`config.mk`:
```
export PLATFORM = sky130hd
export DESIGN_NAME = partition_fit_allocator_core
export DESIGN_NICKNAME = d
export VERILOG_FILES = /design/src/rtl/pfa_pkg.sv /design/src/rtl/pfa_ctrl.sv /design/src/rtl/pfa_datapath.sv /design/src/rtl/partition_fit_allocator_core.sv
export SDC_FILE = /design/constraint.sdc
export NUM_CORES = 1
export LEC_CHECK = 0
export ABC_AREA = 1
export BUFFER_PORTS_ARGS = -buffer_cell sky130_fd_sc_hd__buf_2
export CAP_MARGIN = 10
export CELL_PAD_IN_SITES_DETAIL_PLACEMENT = 1
export CELL_PAD_IN_SITES_GLOBAL_PLACEMENT = 1
export CORE_ASPECT_RATIO = 0.7
export CORE_MARGIN = 5
export CORE_UTILIZATION = 29
export CTS_CLUSTER_SIZE = 28
export DETAILED_ROUTE_END_ITERATION = 12
export GPL_TIMING_DRIVEN = 0
export PLACE_DENSITY = 0.69
export SLEW_MARGIN = 20
export SYNTH_ARGS = -nofsm -noshare
export SYNTH_HDL_FRONTEND = slang
export SYNTH_SLANG_ARGS = --single-unit
```
`constraint.sdc`:
```
create_clock -name clock -period 6.1 [get_ports clock]
set_input_delay 1.22 -clock clock [delete_from_list [all_inputs] [get_ports clock]]
set_output_delay 1.22 -clock clock [all_outputs]
set_load 0.01 [all_outputs]
```
`src/rtl/pfa_pkg.sv`:
```
// Shared types and constants for the partition fit allocator.
// No dependencies; used by every module of the block.
package pfa_pkg;

   localparam int CNT_W       = 12;
   localparam int NUM_PARTS   = 3;
   localparam int OP_W        = 2;
   localparam int SEL_W       = 3;
   localparam int STATUS_W    = 2;
   localparam int CHOSEN_W    = 2;
   localparam int CSR_ADDR_W  = 4;
   localparam int CSR_DATA_W  = 32;
   localparam int REQ_TDATA_W = 16;
   localparam int RSP_TDATA_W = 40;

   // operation codes
   localparam logic [OP_W-1:0] OP_FIRST = 2'd0;
   localparam logic [OP_W-1:0] OP_WORST = 2'd1;
   localparam logic [OP_W-1:0] OP_BEST  = 2'd2;
   localparam logic [OP_W-1:0] OP_FREE  = 2'd3;

   // result status codes
   localparam logic [STATUS_W-1:0] ST_ALLOCATED = 2'd0;
   localparam logic [STATUS_W-1:0] ST_NO_SPACE  = 2'd1;
   localparam logic [STATUS_W-1:0] ST_FREED     = 2'd2;
   localparam logic [STATUS_W-1:0] ST_INVALID   = 2'd3;

   // capacity reset values, partition one in the low slot
   localparam logic [NUM_PARTS-1:0][CNT_W-1:0] CAP_RESET = {12'd200, 12'd100, 12'd150};

   // controller to datapath commands
   typedef struct packed {
      logic load_req;   // latch the accepted request word
      logic commit;     // apply the request and load the result register
   } pfa_cmd_type;

endpackage

```
`src/rtl/pfa_ctrl.sv`:
```
// Controller for the partition fit allocator: request/result handshake FSM.
// Depends on pfa_pkg.
module pfa_ctrl (
   input  logic                clock,
   input  logic                reset,
   input  logic                req_tvalid,
   output logic                req_tready,
   output logic                rsp_tvalid,
   input  logic                rsp_tready,
   output pfa_pkg::pfa_cmd_type cmd
);

   localparam logic S_IDLE = 1'b0;
   localparam logic S_EXEC = 1'b1;

   logic state_ff, state_in;
   logic rsp_valid_ff, rsp_valid_in;
   logic can_commit;

   assign can_commit = !rsp_valid_ff || rsp_tready;
   assign req_tready = (state_ff == S_IDLE);
   assign rsp_tvalid = rsp_valid_ff;

   always_comb begin
      state_in     = state_ff;
      rsp_valid_in = rsp_valid_ff && !rsp_tready;
      cmd          = '0;
      unique case (state_ff)
         S_IDLE: begin
            if (req_tvalid) begin
               cmd.load_req = 1'b1;
               state_in     = S_EXEC;
            end
         end
         S_EXEC: begin
            if (can_commit) begin
               cmd.commit   = 1'b1;
               rsp_valid_in = 1'b1;
               state_in     = S_IDLE;
            end
         end
         default: state_in = S_IDLE;
      endcase
   end

   always_ff @(posedge clock) begin
      if (reset) begin
         state_ff     <= S_IDLE;
         rsp_valid_ff <= 1'b0;
      end else begin
         state_ff     <= state_in;
         rsp_valid_ff <= rsp_valid_in;
      end
   end

endmodule

```
`src/rtl/pfa_datapath.sv`:
```
// Datapath for the partition fit allocator: capacity and free-count
// registers, fit selection, result register. Depends on pfa_pkg.
module pfa_datapath (
   input  logic                                  clock,
   input  logic                                  reset,
   input  pfa_pkg::pfa_cmd_type                   cmd,
   input  logic [pfa_pkg::OP_W-1:0]              req_op,
   input  logic [pfa_pkg::CNT_W-1:0]             req_size,
   input  logic [pfa_pkg::SEL_W-1:0]             req_sel,
   input  logic                                  csr_wr,
   input  logic [1:0]                            csr_idx,
   input  logic [pfa_pkg::CSR_DATA_W-1:0]        csr_wdata,
   output logic [pfa_pkg::CSR_DATA_W-1:0]        csr_rdata,
   output logic [pfa_pkg::STATUS_W-1:0]          res_status,
   output logic [pfa_pkg::CHOSEN_W-1:0]          res_chosen,
   output logic [pfa_pkg::NUM_PARTS-1:0][pfa_pkg::CNT_W-1:0] res_free
);

   localparam int N = pfa_pkg::NUM_PARTS;
   localparam int W = pfa_pkg::CNT_W;

   logic [N-1:0][W-1:0] cap_ff, cap_in;
   logic [N-1:0][W-1:0] free_ff, free_in;
   logic [pfa_pkg::OP_W-1:0]  op_ff;
   logic [W-1:0]              size_ff;
   logic [pfa_pkg::SEL_W-1:0] sel_ff;
   logic [pfa_pkg::STATUS_W-1:0] status_ff, status_in;
   logic [pfa_pkg::CHOSEN_W-1:0] chosen_ff, chosen_in;
   logic [N-1:0][W-1:0]       rfree_ff;

   logic                 found;
   logic [1:0]           pick;
   logic [W-1:0]         best_val;
   logic                 sel_ok;

   // fit search over the three partitions, lowest number wins ties
   always_comb begin
      found    = 1'b0;
      pick     = '0;
      best_val = '0;
      for (int i = 0; i < N; i++) begin
         if (free_ff[i] >= size_ff) begin
            if (!found) begin
               found    = 1'b1;
               pick     = 2'(i);
               best_val = free_ff[i];
            end else if (op_ff == pfa_pkg::OP_WORST && free_ff[i] > best_val) begin
               pick     = 2'(i);
               best_val = free_ff[i];
            end else if (op_ff == pfa_pkg::OP_BEST && free_ff[i] < best_val) begin
               pick     = 2'(i);
               best_val = free_ff[i];
            end
         end
      end
   end

   assign sel_ok = (sel_ff >= 3'd1) && (sel_ff <= 3'(N));

   always_comb begin
      cap_in    = cap_ff;
      free_in   = free_ff;
      status_in = pfa_pkg::ST_NO_SPACE;
      chosen_in = '0;
      if (op_ff == pfa_pkg::OP_FREE) begin
         if (sel_ok) begin
            status_in = pfa_pkg::ST_FREED;
            chosen_in = sel_ff[pfa_pkg::CHOSEN_W-1:0];
         end else begin
            status_in = pfa_pkg::ST_INVALID;
         end
      end else if (found) begin
         status_in = pfa_pkg::ST_ALLOCATED;
         chosen_in = pick + 2'd1;
      end
      if (cmd.commit) begin
         for (int i = 0; i < N; i++) begin
            if (op_ff == pfa_pkg::OP_FREE) begin
               if (sel_ff == 3'(i + 1)) free_in[i] = cap_ff[i];
            end else if (found && pick == 2'(i)) begin
               free_in[i] = free_ff[i] - size_ff;
            end
         end
      end
      // config write, reloads the free count too; the user must write only while idle, the block has no guard for it
      if (csr_wr) begin
         for (int i = 0; i < N; i++) begin
            if (csr_idx == 2'(i)) begin
               cap_in[i]  = csr_wdata[W-1:0];
               free_in[i] = csr_wdata[W-1:0];
            end
         end
      end
   end

   always_comb begin
      csr_rdata = '0;
      for (int i = 0; i < N; i++) begin
         if (csr_idx == 2'(i)) csr_rdata = {{(pfa_pkg::CSR_DATA_W - W){1'b0}}, cap_ff[i]};
      end
   end

   always_ff @(posedge clock) begin
      if (reset) begin
         cap_ff  <= pfa_pkg::CAP_RESET;
         free_ff <= pfa_pkg::CAP_RESET;
      end else begin
         cap_ff  <= cap_in;
         free_ff <= free_in;
      end
   end

   always_ff @(posedge clock) begin
      if (cmd.load_req) begin
         op_ff   <= req_op;
         size_ff <= req_size;
         sel_ff  <= req_sel;
      end
      if (cmd.commit) begin
         status_ff <= status_in;
         chosen_ff <= chosen_in;
         rfree_ff  <= free_in;
      end
   end

   assign res_status = status_ff;
   assign res_chosen = chosen_ff;
   assign res_free   = rfree_ff;

endmodule

```
`src/rtl/partition_fit_allocator_core.sv`:
```
// Top level of the partition fit allocator: stream ports, APB config port.
// Depends on pfa_pkg, pfa_ctrl and pfa_datapath.
//
// Usage:
//   Request words come in on req_* (tuser = operation, tdata = size and
//   partition select). Each request gives exactly one result word on
//   rsp_* (tuser = status, tdata = chosen partition and the three free
//   counts after the request).
//   A word accepted into the request latch is executed in the cycle after,
//   and the commit of the execute cycle loads the result register that
//   drives rsp_tvalid. A new word is taken only once the last one has
//   left its execute cycle; req_tready is low during the execute cycle.
//   The result register parts the two sides: a new request is taken while
//   an older result still waits. If the receiver stalls, the next request
//   waits in its execute cycle until the result register is free.
//   Capacity registers sit at csr byte addresses 0, 4 and 8. A write also
//   reloads that partition's free count; write only while idle.
//   Reset: capacities go to 150, 100, 200 and free counts follow; no result
//   is pending.
module partition_fit_allocator_core (
   input  logic                              clock,
   input  logic                              reset,
   // request channel
   input  logic                              req_tvalid,
   output logic                              req_tready,
   input  logic [pfa_pkg::REQ_TDATA_W-1:0]   req_tdata,  // [11:0] request_size, [14:12] partition_select
   input  logic [pfa_pkg::OP_W-1:0]          req_tuser,  // [1:0] operation
   // result channel
   output logic                              rsp_tvalid,
   input  logic                              rsp_tready,
   output logic [pfa_pkg::RSP_TDATA_W-1:0]   rsp_tdata,  // [1:0] chosen_partition, [13:2] free_first,
                                                         // [25:14] free_second, [37:26] free_third
   output logic [pfa_pkg::STATUS_W-1:0]      rsp_tuser,  // [1:0] status
   // configuration port
   input  logic                              csr_psel,
   input  logic                              csr_penable,
   input  logic                              csr_pwrite,
   input  logic [pfa_pkg::CSR_ADDR_W-1:0]    csr_paddr,
   input  logic [pfa_pkg::CSR_DATA_W-1:0]    csr_pwdata,
   output logic [pfa_pkg::CSR_DATA_W-1:0]    csr_prdata,
   output logic                              csr_pready
);

   pfa_pkg::pfa_cmd_type cmd;
   logic                 csr_wr;
   logic [pfa_pkg::CHOSEN_W-1:0] res_chosen;
   logic [pfa_pkg::NUM_PARTS-1:0][pfa_pkg::CNT_W-1:0] res_free;

   assign csr_pready = 1'b1;
   assign csr_wr     = csr_psel && csr_penable && csr_pwrite;

   pfa_ctrl u_ctrl (
      .clock      (clock),
      .reset      (reset),
      .req_tvalid (req_tvalid),
      .req_tready (req_tready),
      .rsp_tvalid (rsp_tvalid),
      .rsp_tready (rsp_tready),
      .cmd        (cmd)
   );

   pfa_datapath u_dp (
      .clock      (clock),
      .reset      (reset),
      .cmd        (cmd),
      .req_op     (req_tuser),
      .req_size   (req_tdata[11:0]),
      .req_sel    (req_tdata[14:12]),
      .csr_wr     (csr_wr),
      .csr_idx    (csr_paddr[3:2]),
      .csr_wdata  (csr_pwdata),
      .csr_rdata  (csr_prdata),
      .res_status (rsp_tuser),
      .res_chosen (res_chosen),
      .res_free   (res_free)
   );

   // pack result word, zero pad to whole bytes
   assign rsp_tdata = {2'b00, res_free[2], res_free[1], res_free[0], res_chosen};

endmodule

```
# == After elaboration in Yosys (flattened, before gate mapping) ==
# Index checks and enable logic that the tools add are counted.
# Widths: inputs -> output; s select.
# totals
ff_bits,131
input_bits,61
wordCells,106
# op_classes
add_sub_neg,4
n_lt_le_gt_ge,9
eq_ne,10
mux,47
n_bitwise,1
n_reduce_logical,19
# ops
cell,n
$mux 12,20
$mux 36,2
$ge 12x12->1,3
$sub 12x12->12,3
$gt 12x12->1,2
$lt 12x12->1,2
$mux 2,11
$mux 1,13
$logic_and 1x1->1,11
$eq 2x2->1 const B,4
$eq 2x1->1 const B,3
$eq 3x2->1 const B,2
$reduce_and 2->1,3
$logic_not 2->1,2
$eq 3x1->1 const B,1
$ge 3x1->1 const B,1
$le 3x2->1 const B,1
$add 2x1->2 const B,1
$logic_not 1->1,2
$pmux 1 s2,1
$logic_or 1x1->1,1
$not 1->1,1

# == Longest topological paths before layout ==
# depth
ltp_word,21
ltp_mapped,42
ltp_nobuf,39

# == By module ==
# From an unflattened synthesis, not the netlist that was laid out.
# unflattened
cells_unflattened,1405
hier_area_um2,9504.1
# by_module_without_submodules
mod,n_inst,cells_each,area_per_inst_um2,seq_area_each_um2
pfa_datapath,1,1386,9376.5,3153.0
pfa_ctrl,1,11,83.8,40.0
partition_fit_allocator_core,1,8,43.8,0.0

# == Worst setup path before layout ==
# No wires, ideal clock.
# synth_path
kind,flip-flop to flip-flop
start,reg u_dp.size_ff[0]
end,"reg u_dp.rfree_ff, in the netlist u_dp.res_free[14], data pin"
arrival_ps,4988
required_time_ps,5845
path_slack_ps,857
path_stages_with_launch,40
period_less_slack_ps,5243
cell_sequence,edfxtp_1 -> ha_1 -> fa_1 -> inv_1 -> nand2_2 -> nand3_1 -> nand2_1 -> nand3_2 -> buf_2 -> inv_1 -> nor2_1 -> inv_1 -> ha_1 -> nand4_1 -> nor3_1 -> nand3_1 -> o211ai_1 -> nand3_1 -> (+4 left out) -> nand2_1 -> inv_1 -> nand3_1 -> nor2_1 -> nand2_1 -> o2111ai_1 -> nand2_1 -> o21ai_0 -> a21oi_1 -> inv_1 -> ha_1 -> nand2_1 -> buf_2 -> nand2_1 -> nand3_1 -> nand3_1 -> nand3_1 -> nand2_1
# synth_rtl
element,line,text
start: declaration,pfa_datapath.sv:25,logic [W-1:0] size_ff;
start signal: assignment,pfa_datapath.sv:116,size_ff <= req_size;
end signal: assignment,pfa_datapath.sv:122,rfree_ff <= free_in;
end: declaration,pfa_datapath.sv:29,logic [N-1:0][W-1:0] rfree_ff;

==> impl_metrics.csv <==
group,metric,value,unit
status,outcome,"finished, final reports clean",
clocking,cts.sink_count,131,
layout,finalNonFillerCells,1997,
clocking,cts_root_buf,"clkbuf_16",
floorplanning,die-area,0.0366,mm2
place,place_ws,-0.643,ns
power_and_ir_drop,cellLeakagePower,5.75,nW
layout,final_util,36.7,%
global_route,grt_remaining_overflow,0,
routing,wl_per_cell,20.6,um
sta,clock_skew,0.0107,ns
worst_setup_path,timing.rr.end,"u_dp.res_free[24]$_DFFE_PP_",
hold_path,min_to,"u_dp.cap_ff[33]$_SDFFE_PP0P_",
floorplanning,core,0.0323,mm2
global_route,grt_pass1_wl,60000,um
yosys,synthCells,1401,
worst_setup_path,r2r_slack,0.18,ns
floorplanning,num_io_pins,138,
worst_setup_path,cp-end-kind,"flip-flop",
sta,tightest_slew,1.13,ns
sta,finalCritPeriodShare,97.1,%
global_route,use_met3,5.28,%
worst_setup_path,startpoint_type,"flip-flop",
global_route,met1_usage,32.3,%
layout,fillers,4168,
routing,drc,0,
power_and_ir_drop,finalPower,0.00327,W
clocking,holdBufCountCts,0,
routing,wl,41100,um
sta,setup_viol,0,
worst_setup_path,worstPathArrival,6.09,ns
global_route,use_met2,31.9,%
sta,hold_violations,0,
layout,area_growth,24.5,%
routing,num_vias,10200,
worst_setup_path,crit_top_cell,"nand2_1",
sta,setup_ws,0.178,ns
routing,drt-initial-drc-count,867,
worst_setup_path,critical_path_class,"reg2reg",
yosys,synth.distinct_cells,34,
clocking,cts_tree,"done",
global_route,first_global_vias,10200,
global_route,antenna_found_initial,1,
floorplanning,die_w,227,um
sta,slew_viol_final,0,
layout,final_layout_size_suffix_gt1_share,19.7,%
power_and_ir_drop,power.density,276,mW/mm2
yosys,ys_ff_latch,131,
hold_path,holdPathStages,2,
flow_run,maxCapViolCount,0,
place,gp_congestion,0.901,
yosys,synth_warnings,0,
worst_setup_path,worstReg2RegStart,"u_dp.size_ff[0]$_DFFE_PP_",
place,dpl.cell_count,1939,
clocking,clockBufferDepth,2,
routing,first_pass_iters,5,
worst_setup_path,setup.worst_path.start,"u_dp.size_ff[0]$_DFFE_PP_",
sta,finalWorstPathRequiredPeriod,5.92,ns
worst_setup_path,worst-endpoint-required,6.26,ns
floorplanning,fp-row-count,55,
routing,via_per_inst,5.11,
yosys,syn_avg_cell_area,6.80,um2
routing,antenna_left,0,
clocking,clkTransAtPathRegs,0.07,ns
worst_setup_path,crit_family,"simple AND/OR/NAND/NOR gates",
floorplanning,initial_utilization,29.5,%
global_route,grt_max_degree,50,
clocking,cts.htree.levels,4,
clocking,clock_latency,0.45,ns
worst_setup_path,crit_slowest_cell,"edfxtp_1",
clocking,numCtsBuffers,17,
place,io_buffers,90,
place,hpwl,32600,um
yosys,yosysSeqAreaShare,33.5,%
worst_setup_path,worst-path-buf-inv,6,
sta,fmax,169,MHz
yosys,netlist_area,0.00953,mm2
worst_setup_path,worst-path-max-fanout,8,
worst_setup_path,max_stage_delay,0.48,ns
power_and_ir_drop,max-vdd-ir-drop,0.223,mV
layout,diodes,0,
layout,nets,1684,
global_route,grt-busiest-layer,"met1",
sta,relSlewSlack,24.9,%
hold_path,min_from,"u_dp.cap_ff[33]$_SDFFE_PP0P_",
hold_path,hold_path_class,"reg2reg",
floorplanning,die_h,162,um
worst_setup_path,reg2reg_depth,36,
global_route,track_usage,21.8,%
==> per-layer routing <==
layer	vias up	wire length (um)	share of wire (%)
met5	-	0	0
met4	0	919	2.2
met3	58	3150	7.7
met2	347	17300	42
met1	4972	19800	48
li1	4830	-	-
==> logic make-up (layout without fill, tap and decap cells) <==
logic type                 Yosys count  count (layout)  share of synthesized area [%]
AOI/OAI and AO/OA                  242             242                           14.0
xor gates and xnor gates            19              19                           1.75
adders and majority gates           66              66                           8.90
buffers and inverters              268             416                           12.0
DFF                                131             131                           33.5
other                                2              23                         0.0788
and+or+nand+nor                    673             673                           29.8
==> synthesized netlist by cell type <==
| cell | n | share of area (%) |
|---|---|---|
| a21oi_2 | 15 | 1.4 |
| buf_2 | 16 | 0.84 |
| nand2_1 | 458 | 18 |
| o41ai_1 | 1 | 0.092 |
| o2111ai_1 | 1 | 0.092 |
| nand3_1 | 121 | 6.4 |
| ha_1 | 63 | 8.3 |
| nor2_2 | 6 | 0.39 |
| nand3_2 | 14 | 1.5 |
| o22ai_1 | 3 | 0.20 |
| buf_6 | 4 | 0.47 |
| nor3_1 | 2 | 0.11 |
| o21bai_1 | 3 | 0.24 |
| buf_4 | 23 | 1.8 |
| inv_2 | 4 | 0.16 |
| nand2_2 | 5 | 0.33 |
| xnor2_1 | 6 | 0.55 |
| and3_1 | 1 | 0.066 |
| a21oi_1 | 112 | 5.9 |
| inv_1 | 191 | 7.5 |
| o21ai_0 | 90 | 4.7 |
| edfxtp_1 | 57 | 18 |
| fa_1 | 3 | 0.63 |
| clkbuf_1 | 29 | 1.1 |
| clkinv_1 | 1 | 0.039 |
| xor2_1 | 13 | 1.2 |
| a21o_1 | 1 | 0.079 |
| nor2_1 | 50 | 2.0 |
| conb_1 | 2 | 0.079 |
| dfxtp_1 | 74 | 16 |
| o221ai_1 | 3 | 0.28 |
| a211oi_1 | 1 | 0.079 |
| o211ai_1 | 12 | 0.95 |
| nand4_1 | 16 | 1.1 |
==> worst max-delay path by stage <==
stage | endpoint | slack, ns | cells after the start
2_1_floorplan | u_dp.res_free[14]$_DFFE_PP_ | 0.86 | 39
3_3_place_gp | u_dp.res_free[17]$_DFFE_PP_ | -0.51 | 38
3_5_place_dp | u_dp.res_free[17]$_DFFE_PP_ | -0.64 | 39
4_1_cts | u_dp.res_free[7]$_DFFE_PP_ | 0.005 | 39
5_1_grt | u_dp.res_free[14]$_DFFE_PP_ | -0.06 | 37
6_report | u_dp.res_free[24]$_DFFE_PP_ | 0.18 | 36
==> registers in the layout, summed over array words and instances, names as in the netlist, 2 cells and up <==
register         count
u_dp.res_chosen      2
u_dp.res_free       36
u_dp.free_ff        36
u_dp.size_ff        12
u_dp.cap_ff         36
u_dp.sel_ff          3
u_dp.op_ff           2
u_dp.res_status      2
==> tightest hold or removal path: stages (launching register included) <==
cell     delay [ns]
dfxtp_1        0.33
nand2_1        0.07
a21oi_1        0.05
==> through the flow <==
step           TNS [ns]  instance area, um2  hold slack [ns]
6_report              0               11900            0.492
5_1_grt          -0.619               11900            0.511
4_1_cts               0               11300            0.490
3_5_place_dp     -32.26               10600            0.479
3_3_place_gp     -20.85               10600            0.472
2_1_floorplan         0                9610            0.454
==> cell type report <==
| type | instances | area (um2) | share of cell area [%] |
|---|---|---|---|
| timing repair buffer | 116 | 691 | 5.82 |
| inverter | 196 | 736 | 6.20 |
| clock inverter | 14 | 125 | 1.06 |
| multi-input combinational | 1023 | 5660 | 47.7 |
| sequential | 131 | 3190 | 26.9 |
| tap | 427 | 534 | 4.51 |
| clock buffer | 18 | 450 | 3.80 |
| buffer | 72 | 472 | 3.98 |
==> power breakdown <==
group	switching, W	leakage (nW)	internal, W
Sequential	0.0000663	1.14	0.000987
Clock	0.000461	0.272	0.000588
Combinational	0.000749	4.34	0.000420
==> repair_timing <==
item                       4_1_cts  5_1_grt
setup buffers                    4       16
resized for setup               32       87
pin swaps                        7       43
gates cloned                     0        6
setup endpoints to repair       73       73
==> cell usage in the layout, fill, tap and decap left out, drive strengths merged <==
cell	count
o22ai	3
nor2	56
o21bai	3
o211ai	12
xor2	13
inv	200
nor3	2
edfxtp	57
a21o	1
clkinv	5
a211oi	1
o221ai	3
buf	157
clkbuf	49
ha	63
nand3	135
nand2	463
o21ai	90
o2111ai	1
xnor2	6
o41ai	1
dfxtp	74
clkinvlp	4
conb	23
nand4	16
bufinv	1
fa	3
a21oi	127
and3	1
Power figures use the tool's default switching activity.
